## src/design/lrka_pkg.sv

```systemverilog
`default_nettype none

package lrka_pkg;

  localparam int RING_DEGREE = 1024;
  localparam int MASK_POLYS  = 1;
  localparam int STORE_WORDS = (MASK_POLYS + 1) * RING_DEGREE;
  localparam int ADDR_W      = $clog2(STORE_WORDS);

  localparam int WORD_W     = 32;
  localparam int COEF_W     = 10;
  localparam int MIDX_W     = 10;
  localparam int SLOT_W     = 4;
  localparam int LVL_W      = 4;
  localparam int CFG_IDX_W  = 3;
  localparam int CFG_DATA_W = 11;

  typedef enum logic [1:0] {
    OP_CLEAR   = 2'd0,
    OP_BODY_WR = 2'd1,
    OP_ACCUM   = 2'd2,
    OP_READ    = 2'd3
  } op_t;

  typedef enum logic [CFG_IDX_W-1:0] {
    CFG_BASE_BITS    = 3'd0,
    CFG_LEVELS       = 3'd1,
    CFG_MASK_LENGTH  = 3'd2,
    CFG_USED_COEFS   = 3'd3,
    CFG_SAMPLE_COUNT = 3'd4
  } cfg_idx_t;

  typedef enum logic [2:0] {
    ST_CLEAR,
    ST_IDLE,
    ST_FETCH,
    ST_DIGIT,
    ST_MUL,
    ST_WRITE,
    ST_DONE
  } state_t;

  typedef struct packed {
    logic [4:0]  base_bits;
    logic [4:0]  levels;
    logic [10:0] mask_length;
    logic [10:0] used_coefficients;
    logic [4:0]  sample_count;
  } cfg_t;

  typedef struct packed {
    logic prep;
    logic load;
    logic step;
  } mac_cmd_t;

  function automatic logic [ADDR_W-1:0] word_addr(input logic poly,
                                                  input logic [COEF_W-1:0] coef);
    logic [ADDR_W-1:0] base;
    base = poly ? ADDR_W'(MASK_POLYS * RING_DEGREE) : '0;
    return base + ADDR_W'(coef);
  endfunction

endpackage

`default_nettype wire

```

## src/design/lrka_if.sv

```systemverilog
`default_nettype none


interface lrka_cfg_if;
  logic                            valid;
  logic                            ready;
  logic [lrka_pkg::CFG_IDX_W-1:0]  index;
  logic [lrka_pkg::CFG_DATA_W-1:0] data;

  modport source (output valid, index, data, input ready);
  modport sink   (input valid, index, data, output ready);
endinterface

`default_nettype wire

```

## src/design/lrka_cfg.sv

```systemverilog
`default_nettype none

module lrka_cfg (
  input  wire logic     clk,
  input  wire logic     rst_n,
  lrka_cfg_if.sink      cfg_ch,
  output lrka_pkg::cfg_t cfg
);

  lrka_pkg::cfg_t cfg_r;

  assign cfg_ch.ready = 1'b1;

  always_ff @(posedge clk) begin
    if (!rst_n) begin
      cfg_r.base_bits         <= 5'd2;
      cfg_r.levels            <= 5'd8;
      cfg_r.mask_length       <= 11'd1024;
      cfg_r.used_coefficients <= 11'd1024;
      cfg_r.sample_count      <= 5'd4;
    end else if (cfg_ch.valid && cfg_ch.ready) begin
      case (lrka_pkg::cfg_idx_t'(cfg_ch.index))
        lrka_pkg::CFG_BASE_BITS:    cfg_r.base_bits         <= cfg_ch.data[4:0];
        lrka_pkg::CFG_LEVELS:       cfg_r.levels            <= cfg_ch.data[4:0];
        lrka_pkg::CFG_MASK_LENGTH:  cfg_r.mask_length       <= cfg_ch.data[10:0];
        lrka_pkg::CFG_USED_COEFS:   cfg_r.used_coefficients <= cfg_ch.data[10:0];
        lrka_pkg::CFG_SAMPLE_COUNT: cfg_r.sample_count      <= cfg_ch.data[4:0];
        default: ;
      endcase
    end
  end

  assign cfg = cfg_r;

endmodule

`default_nettype wire

```

## src/flat_wrapper.sv

```systemverilog
// flat-port wrapper written by rule: the top's interface ports become plain ports
module lrka_cfg_flat 
  (clk, rst_n, cfg, cfg_ch_valid, cfg_ch_index, cfg_ch_data, cfg_ch_ready);
  lrka_cfg_if cfg_ch_i ();
  input  wire logic clk;
  input  wire logic rst_n;
  output lrka_pkg::cfg_t cfg;
  input wire logic [$bits(cfg_ch_i.valid)-1:0] cfg_ch_valid;
  input wire logic [$bits(cfg_ch_i.index)-1:0] cfg_ch_index;
  input wire logic [$bits(cfg_ch_i.data)-1:0] cfg_ch_data;
  output wire logic [$bits(cfg_ch_i.ready)-1:0] cfg_ch_ready;
  assign cfg_ch_i.valid = cfg_ch_valid;
  assign cfg_ch_i.index = cfg_ch_index;
  assign cfg_ch_i.data = cfg_ch_data;
  assign cfg_ch_ready = cfg_ch_i.ready;
  lrka_cfg u_core (.clk(clk), .rst_n(rst_n), .cfg_ch(cfg_ch_i), .cfg(cfg));
endmodule
```

## config.mk

```make
export PLATFORM = sky130hd
export DESIGN_NAME = lrka_cfg_flat
export DESIGN_NICKNAME = d
export VERILOG_FILES = /design/src/design/lrka_pkg.sv /design/src/design/lrka_if.sv /design/src/design/lrka_cfg.sv /design/src/flat_wrapper.sv
export SDC_FILE = /design/constraint.sdc
export NUM_CORES = 1
export LEC_CHECK = 0
export ABC_CLOCK_PERIOD_IN_PS = 1600
export BUFFER_PORTS_ARGS = -buffer_cell sky130_fd_sc_hd__buf_4
export CAP_MARGIN = 20
export CELL_PAD_IN_SITES_DETAIL_PLACEMENT = 0
export CELL_PAD_IN_SITES_GLOBAL_PLACEMENT = 1
export CORE_MARGIN = 8
export CORE_UTILIZATION = 35
export CTS_CLUSTER_SIZE = 24
export DETAILED_ROUTE_END_ITERATION = 7
export PLACE_DENSITY_LB_ADDON = 0.1
export SLEW_MARGIN = 20
export SYNTH_ARGS = -nofsm -noshare
export SYNTH_HDL_FRONTEND = slang
export SYNTH_SLANG_ARGS = --single-unit
```

## constraint.sdc

```tcl
create_clock -name clk -period 1.6 [get_ports clk]
set_input_delay 0.32 -clock clk [delete_from_list [all_inputs] [get_ports clk]]
set_output_delay 0.32 -clock clk [all_outputs]
set_load 0.01 [all_outputs]
```

Yosys cells after proc, flatten, opt, wreduce, memory -nomap -nowiden --
Cells that the tools add are included.
Word-level totals: input port bits 17, word-level logic and storage cells 15, register bits 37
Operators by class: reductions and logical operators 6, equal/unequal tests 4
Operators with widths (number):
- $reduce_and A2 Y1 | 5
- $eq A3 B2 Y1 const B | 2
- $eq A3 B1 Y1 const B | 1
- $eq A3 B3 Y1 const B | 1
- $logic_not A3 Y1 | 1

Depth between registers and ports, before layout --
depth in word-level cells 2, gate-level depth with buffers 4

Worst setup path before layout --
Ideal clock, no wire load.
kind input to register, start point input port cfg_ch_index[1], end point register u_core.cfg_r, in the netlist u_core.cfg[32], slack 0.383 ns, arrival 1.095 ns, required time 1.478 ns, buffers on the path 1, setup time 0.122 ns, cell stages on the path 3, path through or4b_1 -> buf_6 -> mux2i_1
Between the ends: word-level cells in the longest chain between the ends 2
RTL lines:
- start: declaration | line flat_wrapper.sv:9 | input wire logic [$bits(cfg_ch_i.index)-1:0] cfg_ch_index;
- $logic_not A3 Y1 | line lrka_cfg.sv:22 | case (lrka_pkg::cfg_idx_t'(cfg_ch.index))
- $reduce_and A2 Y1 (no line)
- end: declaration | line lrka_cfg.sv:10 | lrka_pkg::cfg_t cfg_r;
No other way between the ends. A chain may end at the register's enable or synchronous reset.

Worst setup path after layout --
start point input port cfg_ch_index[1], end point register u_core.cfg_r, in the netlist u_core.cfg[33]
Same word-level chain as after synthesis.

==> out/qor.yml <==
floorplanning:
  die_y_um: 80.2
  coreArea_um2: 3970
  fp-row-count: 23
  pin_count: 55
  initial_core_util: 0.363
  die_x_um: 80.2
  die_area_um2: 6430
detailed_routing:
  vias: 1118
  highest-signal-layer: "met4"
  vias_per_cell: 4.60
  met3_wirelength_um: 330
  met1_length_mm: 1.50
  drt-total-wl_mm: 3.50
  drt_iter0_drc: 131
  antenna_left: 0
  drc_errors: 0
  wl_met2_mm: 1.61
  dr.pass1.iters: 4
  wl_per_cell_um: 14.4
cts:
  ctsHoldBuffers: 0
  cts_made_buffers: 5
  cts_tree: "done"
  worstSkewPairLatency_ns: 0.29
  cts_resized: 0
  path_clk_slew_ns: 0.07
  clkSinkCount: 37
  htree_levels: 2
  ctsLongestPathBuffers: 2
  postCtsSetupBuffers: 0
  root_buffer: "clkbuf_8"
timing:
  period_minus_slack_ns: 1.15
  setup_viol: 0
  tns_ns: 0
  slew_viol_final: 0
  hold_ws_ns: 0.292
  fin_worst_skew_ns: 0
  clock.fmax_mhz: 870
  fin_crit_sh: 0.719
  hold_viol_final: 0
  rsz0062_at_grt: "no"
finish:
  layout-drive-gt1-share: 0.321
  num-fill-cells: 398
  nets: 209
  largest_reg_flops: 37
  area_growth_pct: 34.1
  mostFrequentLayoutCells: "buf_4, nand2_1, mux2i_1, dfxtp_1, nor2b_1"
  layout_commonest_cell: "buf_4"
  seqCellArea_um2: 741
  antenna_cells: 0
  multiInputGateArea_um2: 642
worst_setup_path:
  crit_path_end_kind: "flip-flop"
  critical_path_class: "input port to flip-flop"
  required_ns: 1.77
  crit_fanout: 5
  cp-start-kind: "input port"
  crit_arrival_ns: 1.32
grt:
  gr-total-overflow: 0
  grt_max_degree: 52
  antenna_found_initial: 0
  grt_pass1_vias: 1166
  grt_use_total: 0.115
  grt_pass1_wl_mm: 5.74
place:
  io_buffers: 53
  place_congestion: 0.698
  place_hpwl_mm: 2.55
worst_hold_path:
  min_path_type: "input port to flip-flop"
power_and_ir_drop:
  irDropWorstVdd_v: 0.000490
  p_leak_nw: 0.966
  pwr_density_cell_nw_per_um2: 898
outcome:
  status: "finished clean"
synthesis:
  synth_warnings: 0
  postSynthAreaPerCell_um2: 10.1
  netlist_area_um2: 1440
  synth_cells: 143
  synthesis.nets: 160
  synth.distinct_cells: 13
  seq_area_frac_synth: 0.514
  synth-seq-cells: 37
job:
  cap_violations: 0
## metal layers
layer,vias up,global-route usage
met3,7,0.0525
li1,562,-
met2,44,0.171
met1,505,0.130
met4,0,0.0727
met5,-,0
## worst max-delay path, cell delays in order
cell	delay, ns
buf_4	0.12
or4b_1	0.69
mux2i_1	0.18
## cells by family after synthesis
logic type,share of synthesized area
AND/OR/NAND/NOR,0.186
other,0.00260
flip-flops,0.514
buffers and inverters,0.0408
multiplexers,0.257
## report_power, final
group	internal [W]	switching [W]	leakage [nW]	total, W
Combinational	0.0000792	0.0000799	0.622	0.000159
Sequential	0.000941	0.0000106	0.300	0.000952
Clock	0.000302	0.000324	0.0450	0.000626
Total	0.00132	0.000415	0.966	0.00174
## Yosys cell counts
cell type	count	area [µm²]
nand4bb_1	2	22.5
dfxtp_1	37	741
clkbuf_1	8	30.0
nand2_1	42	158
nor2b_1	9	56.3
buf_2	2	10.0
buf_6	1	11.3
conb_1	1	3.75
mux2i_1	37	370
and4bb_2	1	12.5
nand4b_1	1	8.76
buf_4	1	7.51
or4b_1	1	10.0
## metrics by stage
stage          setup WS, ns   util  power [W]  cell area [µm²]  instances
2_1_floorplan         0.383      -    0.00106             1440        143
3_3_place_gp          0.197  0.466    0.00113             1850        235
3_5_place_dp          0.145  0.466    0.00113             1850        235
4_1_cts               0.450  0.487    0.00176             1930        243
5_1_grt               0.440  0.487    0.00181             1930        243
6_report              0.450  0.487    0.00174             1930        243
## path summary, 6_finish.rpt
kind / startpoint / to / slack, ns / cells past startpoint
hold reg to reg: u_core.cfg[6] / u_core.cfg[6] / 0.46 / 2
setup / recovery: cfg_ch_index[1] / u_core.cfg[33] / 0.45 / 3
setup reg to reg: u_core.cfg[33] / u_core.cfg[33] / 0.96 / 2
hold / removal: cfg_ch_data[2] / u_core.cfg[2] / 0.29 / 3
## final cells by class
| class | instances | area share |
|---|---|---|
| Clock buffer | 6 | 0.0375 |
| Multi-Input combinational cell | 94 | 0.332 |
| Sequential cell | 37 | 0.383 |
| Clock inverter | 2 | 0.00518 |
| Timing Repair Buffer | 54 | 0.210 |
| Tap cell | 50 | 0.0324 |
(Power assumes the default switching activity.)
