===== src/design/lrka_pkg.sv =====
`default_nettype none

package lrka_pkg;

  localparam int RING_DEGREE = 1024;
  localparam int MASK_POLYS  = 1;
  localparam int STORE_WORDS = (MASK_POLYS + 1) * RING_DEGREE;
  localparam int ADDR_W      = $clog2(STORE_WORDS);

  localparam int WORD_W     = 32;
  localparam int COEF_W     = 10;
  localparam int MIDX_W     = 10;
  localparam int SLOT_W     = 4;
  localparam int LVL_W      = 4;
  localparam int CFG_IDX_W  = 3;
  localparam int CFG_DATA_W = 11;

  typedef enum logic [1:0] {
    OP_CLEAR   = 2'd0,
    OP_BODY_WR = 2'd1,
    OP_ACCUM   = 2'd2,
    OP_READ    = 2'd3
  } op_t;

  typedef enum logic [CFG_IDX_W-1:0] {
    CFG_BASE_BITS    = 3'd0,
    CFG_LEVELS       = 3'd1,
    CFG_MASK_LENGTH  = 3'd2,
    CFG_USED_COEFS   = 3'd3,
    CFG_SAMPLE_COUNT = 3'd4
  } cfg_idx_t;

  typedef enum logic [2:0] {
    ST_CLEAR,
    ST_IDLE,
    ST_FETCH,
    ST_DIGIT,
    ST_MUL,
    ST_WRITE,
    ST_DONE
  } state_t;

  typedef struct packed {
    logic [4:0]  base_bits;
    logic [4:0]  levels;
    logic [10:0] mask_length;
    logic [10:0] used_coefficients;
    logic [4:0]  sample_count;
  } cfg_t;

  typedef struct packed {
    logic prep;
    logic load;
    logic step;
  } mac_cmd_t;

  function automatic logic [ADDR_W-1:0] word_addr(input logic poly,
                                                  input logic [COEF_W-1:0] coef);
    logic [ADDR_W-1:0] base;
    base = poly ? ADDR_W'(MASK_POLYS * RING_DEGREE) : '0;
    return base + ADDR_W'(coef);
  endfunction

endpackage

`default_nettype wire


===== src/design/lrka_mac.sv =====
`default_nettype none

// Shift-subtract unit: acc - digit * key, one digit bit per step.
module lrka_mac (
  input  wire logic                          clk,
  input  wire lrka_pkg::mac_cmd_t            cmd,
  input  wire logic [4:0]                    base_bits,
  input  wire logic [4:0]                    levels,
  input  wire logic [lrka_pkg::WORD_W-1:0]   sample_value,
  input  wire logic [lrka_pkg::WORD_W-1:0]   key_word,
  input  wire logic [lrka_pkg::LVL_W-1:0]    level,
  input  wire logic [lrka_pkg::WORD_W-1:0]   rdata,
  output logic      [lrka_pkg::WORD_W-1:0]   acc,
  output logic                               busy
);

  logic [9:0]                    bl_r;
  logic [8:0]                    lb_r;
  logic [lrka_pkg::WORD_W-1:0]   digit_r;
  logic [lrka_pkg::WORD_W-1:0]   key_r;
  logic [lrka_pkg::WORD_W-1:0]   acc_r;

  logic [lrka_pkg::WORD_W-1:0]   offset;
  logic [lrka_pkg::WORD_W-1:0]   rounded;
  logic [6:0]                    top_bit;
  logic [2*lrka_pkg::WORD_W-1:0] shifted;
  logic [lrka_pkg::WORD_W-1:0]   digit_mask;
  logic                          digit_zero;
  logic [lrka_pkg::WORD_W-1:0]   digit;

  always_comb begin
    offset     = (bl_r > 10'd31) ? '0 : (32'd1 << (5'd31 - bl_r[4:0]));
    rounded    = sample_value + offset;
    top_bit    = 7'(lb_r[5:0]) + 7'(base_bits);
    shifted    = {rounded, 32'd0} >> (7'd64 - top_bit);
    digit_mask = 32'((33'd1 << base_bits) - 33'd1);
    // digit lies entirely below the word when level*b reaches 32
    digit_zero = (base_bits == 5'd0) || (lb_r >= 9'd32);
    digit      = digit_zero ? '0 : (shifted[31:0] & digit_mask);
  end

  always_ff @(posedge clk) begin
    if (cmd.prep) begin
      bl_r <= 10'(base_bits) * 10'(levels);
      lb_r <= 9'(level) * 9'(base_bits);
    end
    if (cmd.load) begin
      digit_r <= digit;
      key_r   <= key_word;
      acc_r   <= rdata;
    end else if (cmd.step) begin
      if (digit_r[0]) begin
        acc_r <= acc_r - key_r;
      end
      key_r   <= key_r << 1;
      digit_r <= digit_r >> 1;
    end
  end

  assign acc  = acc_r;
  assign busy = (digit_r != '0);

endmodule

`default_nettype wire


===== config.mk =====
export PLATFORM = sky130hd
export DESIGN_NAME = lrka_mac
export DESIGN_NICKNAME = d
export VERILOG_FILES = /design/src/design/lrka_pkg.sv /design/src/design/lrka_mac.sv
export SDC_FILE = /design/constraint.sdc
export NUM_CORES = 1
export LEC_CHECK = 0
export ABC_AREA = 1
export BUFFER_PORTS_ARGS = -buffer_cell sky130_fd_sc_hd__buf_2
export CAP_MARGIN = 20
export CELL_PAD_IN_SITES_DETAIL_PLACEMENT = 1
export CELL_PAD_IN_SITES_GLOBAL_PLACEMENT = 2
export CORE_ASPECT_RATIO = 1.5
export CORE_MARGIN = 5
export CORE_UTILIZATION = 33
export DETAILED_ROUTE_END_ITERATION = 16
export HOLD_SLACK_MARGIN = 0.08
export PLACE_DENSITY = 0.8
export SLEW_MARGIN = 5
export SYNTH_ARGS = -nofsm -noshare
export SYNTH_HDL_FRONTEND = slang
export SYNTH_SLANG_ARGS = --single-unit

===== constraint.sdc =====
create_clock -name clk -period 5.3 [get_ports clk]
set_input_delay 1.06 -clock clk [delete_from_list [all_inputs] [get_ports clk]]
set_output_delay 1.06 -clock clk [all_outputs]
set_load 0.03 [all_outputs]

After elaboration in Yosys (flattened, before gate mapping)
Cells that the tools add are included.

Register bits after elaboration: 115. Word-level logic and storage cells: 34.

Add/subtract/negate cells: 6. $mul: 2. $lt $le $gt $ge: 2. Shift operators: 3. Multiplexer cells: 9. Bitwise gates (word level): 1. Reductions and logical operators: 6.

Operators with widths (count): $mux 32 (9); $shl 1x5->32 const A (2); $shr 64x7->32 (1); $add 32x32->32 (1); $and 32x32->32 (1); $reduce_bool 32->1 (1); $sub 32x1->32 const B (1); $sub 32x32->32 (1); $gt 10x5->1 const B (1); $mul 5x5->10 (1); $ge 9x6->1 const B (1); $mul 4x5->9 (1); $add 6x5->7 (1); $sub 7x7->7 const A (1); $logic_not 5->1 (1); $sub 5x5->5 const A (1); $reduce_bool 2->1 (2); $reduce_and 2->1 (1); $logic_or 1x1->1 (1).

Depth between registers and ports, before layout
Gate-level depths: netlist (run 1).

Word-level depth: 8. Mapped depth: 27. Gate-level depth less buffers: 26.

Worst setup path before layout (run 1)
OpenSTA, ideal clock, no wires.

Path type: input -> register. From: in base_bits[2]. To: reg bl_r[9], data pin. Arrival: 4.254 ns. Data required time: 5.042 ns. Slack: 0.788 ns. Stages: 16. Path buffers: 2. Cells stage by stage: buf_2 > clkbuf_1 > nand2_1 > fa_1 > fa_1 > fa_1 > inv_1 > ha_1 > a21oi_1 > nand2_1 > a21oi_1 > nor2_1 > nor2_1 > o21ai_0 > a21oi_1 > xnor2_1.

Longest elaborated chain between the ends: 1.

RTL lines: start: declaration (line lrka_mac.sv:7) `input wire logic [4:0] base_bits,`; $mul 5x5->10 (line lrka_mac.sv:44) `bl_r <= 10'(base_bits) * 10'(levels);`; end signal: assignment (line lrka_mac.sv:44); end: declaration (line lrka_mac.sv:17) `logic [9:0] bl_r;`.

No other way between the ends. A chain may end at the register's enable or synchronous reset.

Worst setup path after layout (run 1)
From: reg bl_r[8]. To: reg digit_r[24] in the netlist's numbering, data pin.

Longest elaborated chain between the ends: 7.

RTL lines: $gt 10x5->1 (line lrka_mac.sv:32) `offset = (bl_r > 10'd31) ? '0 : (32'd1 << (5'd31 - bl_r[4:0]));`; $mux 32 (line lrka_mac.sv:32); $add 32x32->32 (line lrka_mac.sv:33) `rounded = sample_value + offset;`; $shr 64x7->32 (line lrka_mac.sv:35) `shifted = {rounded, 32'd0} >> (7'd64 - top_bit);`; $and 32x32->32 (line lrka_mac.sv:39) `digit = digit_zero ? '0 : (shifted[31:0] & digit_mask);`; $mux 32 (line lrka_mac.sv:39); $mux 32 (line lrka_mac.sv:47) `if (cmd.load) begin`; end signal: assignment (line lrka_mac.sv:48) `digit_r <= digit;`; end signal: assignment (line lrka_mac.sv:56) `digit_r <= digit_r >> 1;`; end: declaration (line lrka_mac.sv:19) `logic [lrka_pkg::WORD_W-1:0] digit_r;`.

No other way between the ends.

==> out/metrics.cfg, run 1 <==
[synth]
yosysWarnings = 0
synth_ff_type = edfxtp_1
synthTopCellsByArea = edfxtp_1, nand2_1, nand3_1
synth_cell_types = 54
synth_seq_cells = 115
synth-edff-count = 115
synth_largest_area_cell = edfxtp_1
synth_top_area_share_pct = 23.8
synth_async_sr_flop_share_pct = 0
synth_area_um2 = 14500
synth_fp_nets = 2554
seq_area_frac_synth_pct = 23.8
synthCells = 2318
synth.avg_cell_area_um2 = 6.27

[placement]
dpl.cell_count = 2983
io_buffers = 146
hpwl_mm = 48.1
gp_congestion = 0.908

[global_routing]
grt_usage_pct = 23.1
grt_use_met2_pct = 46.5
met1_usage_pct = 23.4
antenna_found_initial = 0
grt_pass1_vias = 16500
met3_usage_pct = 2.17
grt_busiest_layer = met2
grt_max_degree = 99
grt_pass1_wl_mm = 88.4
overflow = 0

[route]
wl_mm = 56.6
antenna_left = 0
dr.first_iter.drc_count = 661
dr.pass1.iters = 5
vias = 15600
drcViolationCount = 0
wl_per_cell_um = 18.8
vias_per_cell = 5.17

[clocking]
cts_buffers = 17
cts_setup_buffers = 0
postCtsHoldBufs = 0
cts_tree = done
htreeDepth = 4
cts_resized = 0
clock_sinks = 115
clk_latency_ns = 0.44
path_clk_slew_ns = 0.07
clk_path_buf_depth = 2
cts_root_buf = clkbuf_16

[floorplan]
start_util_pct = 33.2
core.rowCount = 94
die-width_um = 181
dieArea_um2 = 48400
die_height_um = 267
io_pins = 147
core_area_um2 = 43800

[critical_path]
worst-path-max-fanout = 16
cp.arrival_ns = 4.38
cp_data_required_time_ns = 5.49
crit_buf_inv = 0
critPathLaunchType = flip-flop
path_depth = 21
path_delay_family = simple AND/OR/NAND/NOR gates
r2r_cells = 21
slowest_delay_ns = 0.51
crit_top_cell = nand3_1
path_cells = nor2_1 > nand2_1 > nor2_1 > nand2_1 > nor2_1 > ha_1 > nand2_1 > nor2_2 > nand2_1 > nor2_1 > nand2_1 > nand3_1 > nand2_1 > nand3_1 > nand3_1 > nand3_1 > nand3_1 > nand3_1 > nand3_1 > nand3_1 > nand2_1
worstSetupPathType = flip-flop to flip-flop
end_kind = flip-flop
cp_slowest_cell = nor2_1

[sta]
fmax_ghz = 0.238
min_period_over_period_pct = 79.1
period_minus_slack_ns = 4.19
setup_viol = 0
rsz0062_at_grt = false
slew_headroom_pct = 43.4
drv_slew = 0
final.setup_skew_ns = 0.0159
hold_viol = 0
worst_pin_slew_ns = 0.849
finalSetupTns_ns = 0

[layout]
fin_cells = 3015
synthToLayoutAreaGrowth_pct = 12.8
finalNetCount = 2662
drive_gt1_share_pct = 11.6
layout_commonest_cell = nand2_1
n_antenna_cell = 0
most-common-layout-cells = nand2_1, nand3_1, inv_1, nor2_1, buf_2

[power_and_ir_drop]
cellLeakagePower_nw = 8.51
ir_drop_uv = 280
power.density_nw_per_um2 = 343

[outcome]
status = finished, final reports clean

[run]
cap_viol_max_count = 0

[min_path]
hold_class = flip-flop to flip-flop
hold_depth = 2

tightest hold or removal path: stages (launching register included):
cell and delay (ns):
edfxtp_1 0.35, nand2_1 0.06, nand2_1 0.06
logic make-up after synthesis:
kind of cell | after synthesis | synth area share (%)
other | 1 | 0.0258
adder cells (fa/ha/maj) | 122 | 11.4
XOR/XNOR | 36 | 2.17
multiplexers | 2 | 0.138
flip-flops | 115 | 23.8
AND/OR/NAND/NOR | 1408 | 43.0
buffers and inverters | 412 | 11.2
AO/OA/AOI/OAI | 222 | 8.27
layer usage:
layer,wire length (um),vias up,share of wire (%)
met2,31600,252,56
met5,0,-,0
met4,2860,0,5.1
met3,1230,86,2.2
li1,-,7788,-
met1,20900,7458,37
Yosys cell counts (all sizes together) (4+ instances only):
cell type and number:
nand2 744, nand3 376, inv 327, nor2 173, edfxtp 115, ha 104
o21ai 98, a21oi 88, nand4 45, buf 42, clkbuf 39, or2 26
xor2 26, nor3 19, fa 18, a31oi 11, nor4 11, nand3b 10
xnor2 10, a21o 5, o21a 5, o21bai 5, clkinv 4
report_power, final:
| part | internal, mW | leakage (nW) | switching (mW) |
|---|---|---|---|
| clock | 0.694 | 0.283 | 0.483 |
| combinational | 0.942 | 7.04 | 2.26 |
| sequential | 1.17 | 1.19 | 0.0718 |
| total | 2.81 | 8.51 | 2.82 |
area by class of cell:
class                      instances  area (um^2)
fill                            5894        27400
multi-input combinational       1791         9470
sequential                       115         3450
inverter                         331         1240
timing repair buffer             170          911
tap                              576          721
clock buffer                      17          425
clock inverter                    15          155
final timing paths:
check | slack (ns) | to | startpoint
hold / removal | 0.56 | digit_r[16]$_DFFE_PP_ | digit_r[17]$_DFFE_PP_
hold reg to reg | 0.56 | digit_r[16]$_DFFE_PP_ | digit_r[17]$_DFFE_PP_
setup / recovery | 1.11 | digit_r[24]$_DFFE_PP_ | bl_r[8]$_DFFE_PP_
setup reg to reg | 1.11 | digit_r[24]$_DFFE_PP_ | bl_r[8]$_DFFE_PP_
registers in the layout, indices dropped and copies added, names as in the netlist:
register and cells:
lb_r 9, bl_r 10, digit_r 32, key_r 32, acc 32
stage by stage:
stage	hold WS (ns)	power, mW	utilization (%)	worst slack, ns	area [um^2]
3_5_place_dp	0.548	4.47	36.1	0.702	15800
4_1_cts	0.564	5.67	37.4	1.10	16400
3_3_place_gp	0.537	4.43	36.1	0.743	15800
2_1_floorplan	0.517	3.39	-	0.788	14500
5_1_grt	0.589	6.05	37.4	0.665	16400
6_report	0.565	5.62	37.4	1.11	16400
(Power assumes the default switching activity.)
==> inputs of run 2 (changes only) <==
--- a/config.mk
+++ b/config.mk
@@ -12,10 +12,10 @@
 export CELL_PAD_IN_SITES_GLOBAL_PLACEMENT = 2
 export CORE_ASPECT_RATIO = 1.5
 export CORE_MARGIN = 5
-export CORE_UTILIZATION = 33
+export CORE_UTILIZATION = 30
 export DETAILED_ROUTE_END_ITERATION = 16
 export HOLD_SLACK_MARGIN = 0.08
-export PLACE_DENSITY = 0.8
+export PLACE_DENSITY = 0.77
 export SLEW_MARGIN = 5
 export SYNTH_ARGS = -nofsm -noshare
 export SYNTH_HDL_FRONTEND = slang
==> constraint.sdc (replaced) <==
create_clock -name clk -period 3.57 [get_ports clk]
set_input_delay 0.714 -clock clk [delete_from_list [all_inputs] [get_ports clk]]
set_output_delay 0.714 -clock clk [all_outputs]
set_load 0.03 [all_outputs]
==> run 2 against run 1 <==
Effect of this change:
- flip-flop and latch count did not move
- via count rose by 4.6%
- total power rose by 66%
- sequential share of layout area fell by 3.6 points
- routed wire length rose by 6.1%
- critical path depth rose by 6
- worst hold slack got worse by 0.013 ns
==> out/metrics.cfg, run 2 (synthesized netlist as in run 1, its figures left out) <==
[layout]
most-common-layout-cells = nand2_1, inv_1, nand3_1, buf_4, buf_2
drive_gt1_share_pct = 30.9
layout_commonest_cell = nand2_1
fill_cells = 6143
final-seq-area_um2 = 3450
synthToLayoutAreaGrowth_pct = 35.9
finalNetCount = 2842
n_antenna_cell = 0
multiInputGateArea_um2 = 11300

[sta]
min_period_over_period_pct = 98.5
rsz0062_at_grt = true
drv_slew = 0
fmax_ghz = 0.284
worst_pin_slew_ns = 0.872
period_minus_slack_ns = 3.52
setup_viol = 0
slew_headroom_pct = 41.9
final.setup_skew_ns = 0.0183
whs_ns = 0.551
hold_viol = 0

[critical_path]
crit_top_cell = nand2_1
cp_data_required_time_ns = 3.85
critPathLaunchType = flip-flop
cp_slowest_cell = edfxtp_1
path_delay_family = simple AND/OR/NAND/NOR gates
slowest_delay_ns = 0.38
worst-path-max-fanout = 14
crit_buf_inv = 6
cp.arrival_ns = 3.79
end_kind = flip-flop
worstSetupPathType = flip-flop to flip-flop

[placement]
hpwl_mm = 49.8
io_buffers = 146
gp_congestion = 0.930

[floorplan]
die-width_um = 190
core.rowCount = 98
io_pins = 147
core_area_um2 = 47800
dieArea_um2 = 53000
start_util_pct = 30.4
die_height_um = 279

[route]
antenna_left = 0
wl_mm = 60.1
dr.first_iter.drc_count = 567
wl_met2_mm = 34.0
wl_met3_mm = 1.11
drt-met1-wl_mm = 22.0
top_layer = met4
vias_per_cell = 5.07
vias = 16300
drcViolationCount = 0
wl_per_cell_um = 18.7
dr.pass1.iters = 5

[clocking]
cts_buffers = 17
clk_path_buf_depth = 2
htreeDepth = 4
path_clk_slew_ns = 0.07
postCtsHoldBufs = 0
clk_latency_ns = 0.43
cts_root_buf = clkbuf_16
cts_tree = done
clock_sinks = 115

[power_and_ir_drop]
power.density_nw_per_um2 = 473
ir_drop_uv = 370
totalPowerFinal_mw = 9.34
cellLeakagePower_nw = 9.83

[global_routing]
grt_pass1_wl_mm = 92.1
grt_usage_pct = 21.7
overflow = 0
grt_max_degree = 99
grt_pass1_vias = 17400
antenna_found_initial = 0

[min_path]
hold_class = input pin to flip-flop

[run]
cap_viol_max_count = 0

[outcome]
status = finished, final reports clean

run 2: cell count changes in the layout (fill, tap and decap cells not counted), sizes merged:
| cell | delta |
|---|---|
| clkinv | -1 |
| clkinvlp | +1 |
| clkbuf | +2 |
| buf | +180 |
| inv | -2 |
run 2: final timing paths:
| path | slack, ns | cells past startpoint | end | from |
|---|---|---|---|---|
| max | 0.05 | 27 | digit_r[5]$_DFFE_PP_ | bl_r[8]$_DFFE_PP_ |
| min | 0.55 | 3 | acc[22]$_DFFE_PP_ | rdata[22] |
| max reg2reg | 0.05 | 27 | digit_r[5]$_DFFE_PP_ | bl_r[8]$_DFFE_PP_ |
| min reg2reg | 0.56 | 2 | digit_r[24]$_DFFE_PP_ | digit_r[25]$_DFFE_PP_ |
run 2: layer usage:
layer	GRT usage (%)	vias to the layer above
met4	8.82	0
li1	-	8147
met1	22.2	7795
met2	44.4	255
met5	0	-
met3	1.99	111
run 2: layout make-up:
class,count,area share [%]
Sequential cell,115,17.5
Tap cell,600,3.80
Multi-Input combinational cell,1791,57.2
Inverter,331,6.31
Clock buffer,19,2.19
Clock inverter,13,0.678
Timing Repair Buffer,350,12.3
run 2: through the flow:
stage                     utilization, %  area [um^2]  setup TNS, ns  cells  worst slack (ns)
after floorplan                        -        14600         -0.209   2318            -0.197
after global placement              36.2        17300          -3.80   3178            -0.281
after detailed placement            36.2        17300          -5.33   3178            -0.314
after CTS                           37.8        18100              0   3210           0.00824
after global routing                41.3        19700          -2.21   3219            -0.137
final                               41.3        19700              0   3219            0.0535
run 2: power breakdown:
part	total, mW	switching [mW]	internal (mW)
logic	5.78	3.77	2.01
registers	1.84	0.0986	1.74
clock network	1.72	0.699	1.03
run 2: repair_timing:
item,CTS,global route
pin swaps,12,93
gates cloned,0,0
resized for setup,59,360
setup endpoints to repair,31,32
setup buffers,0,9
run 2: worst min-delay path: stages:
cell,delay [ns]
buf_2,0.08
nand2_1,0.04
nand2_1,0.05
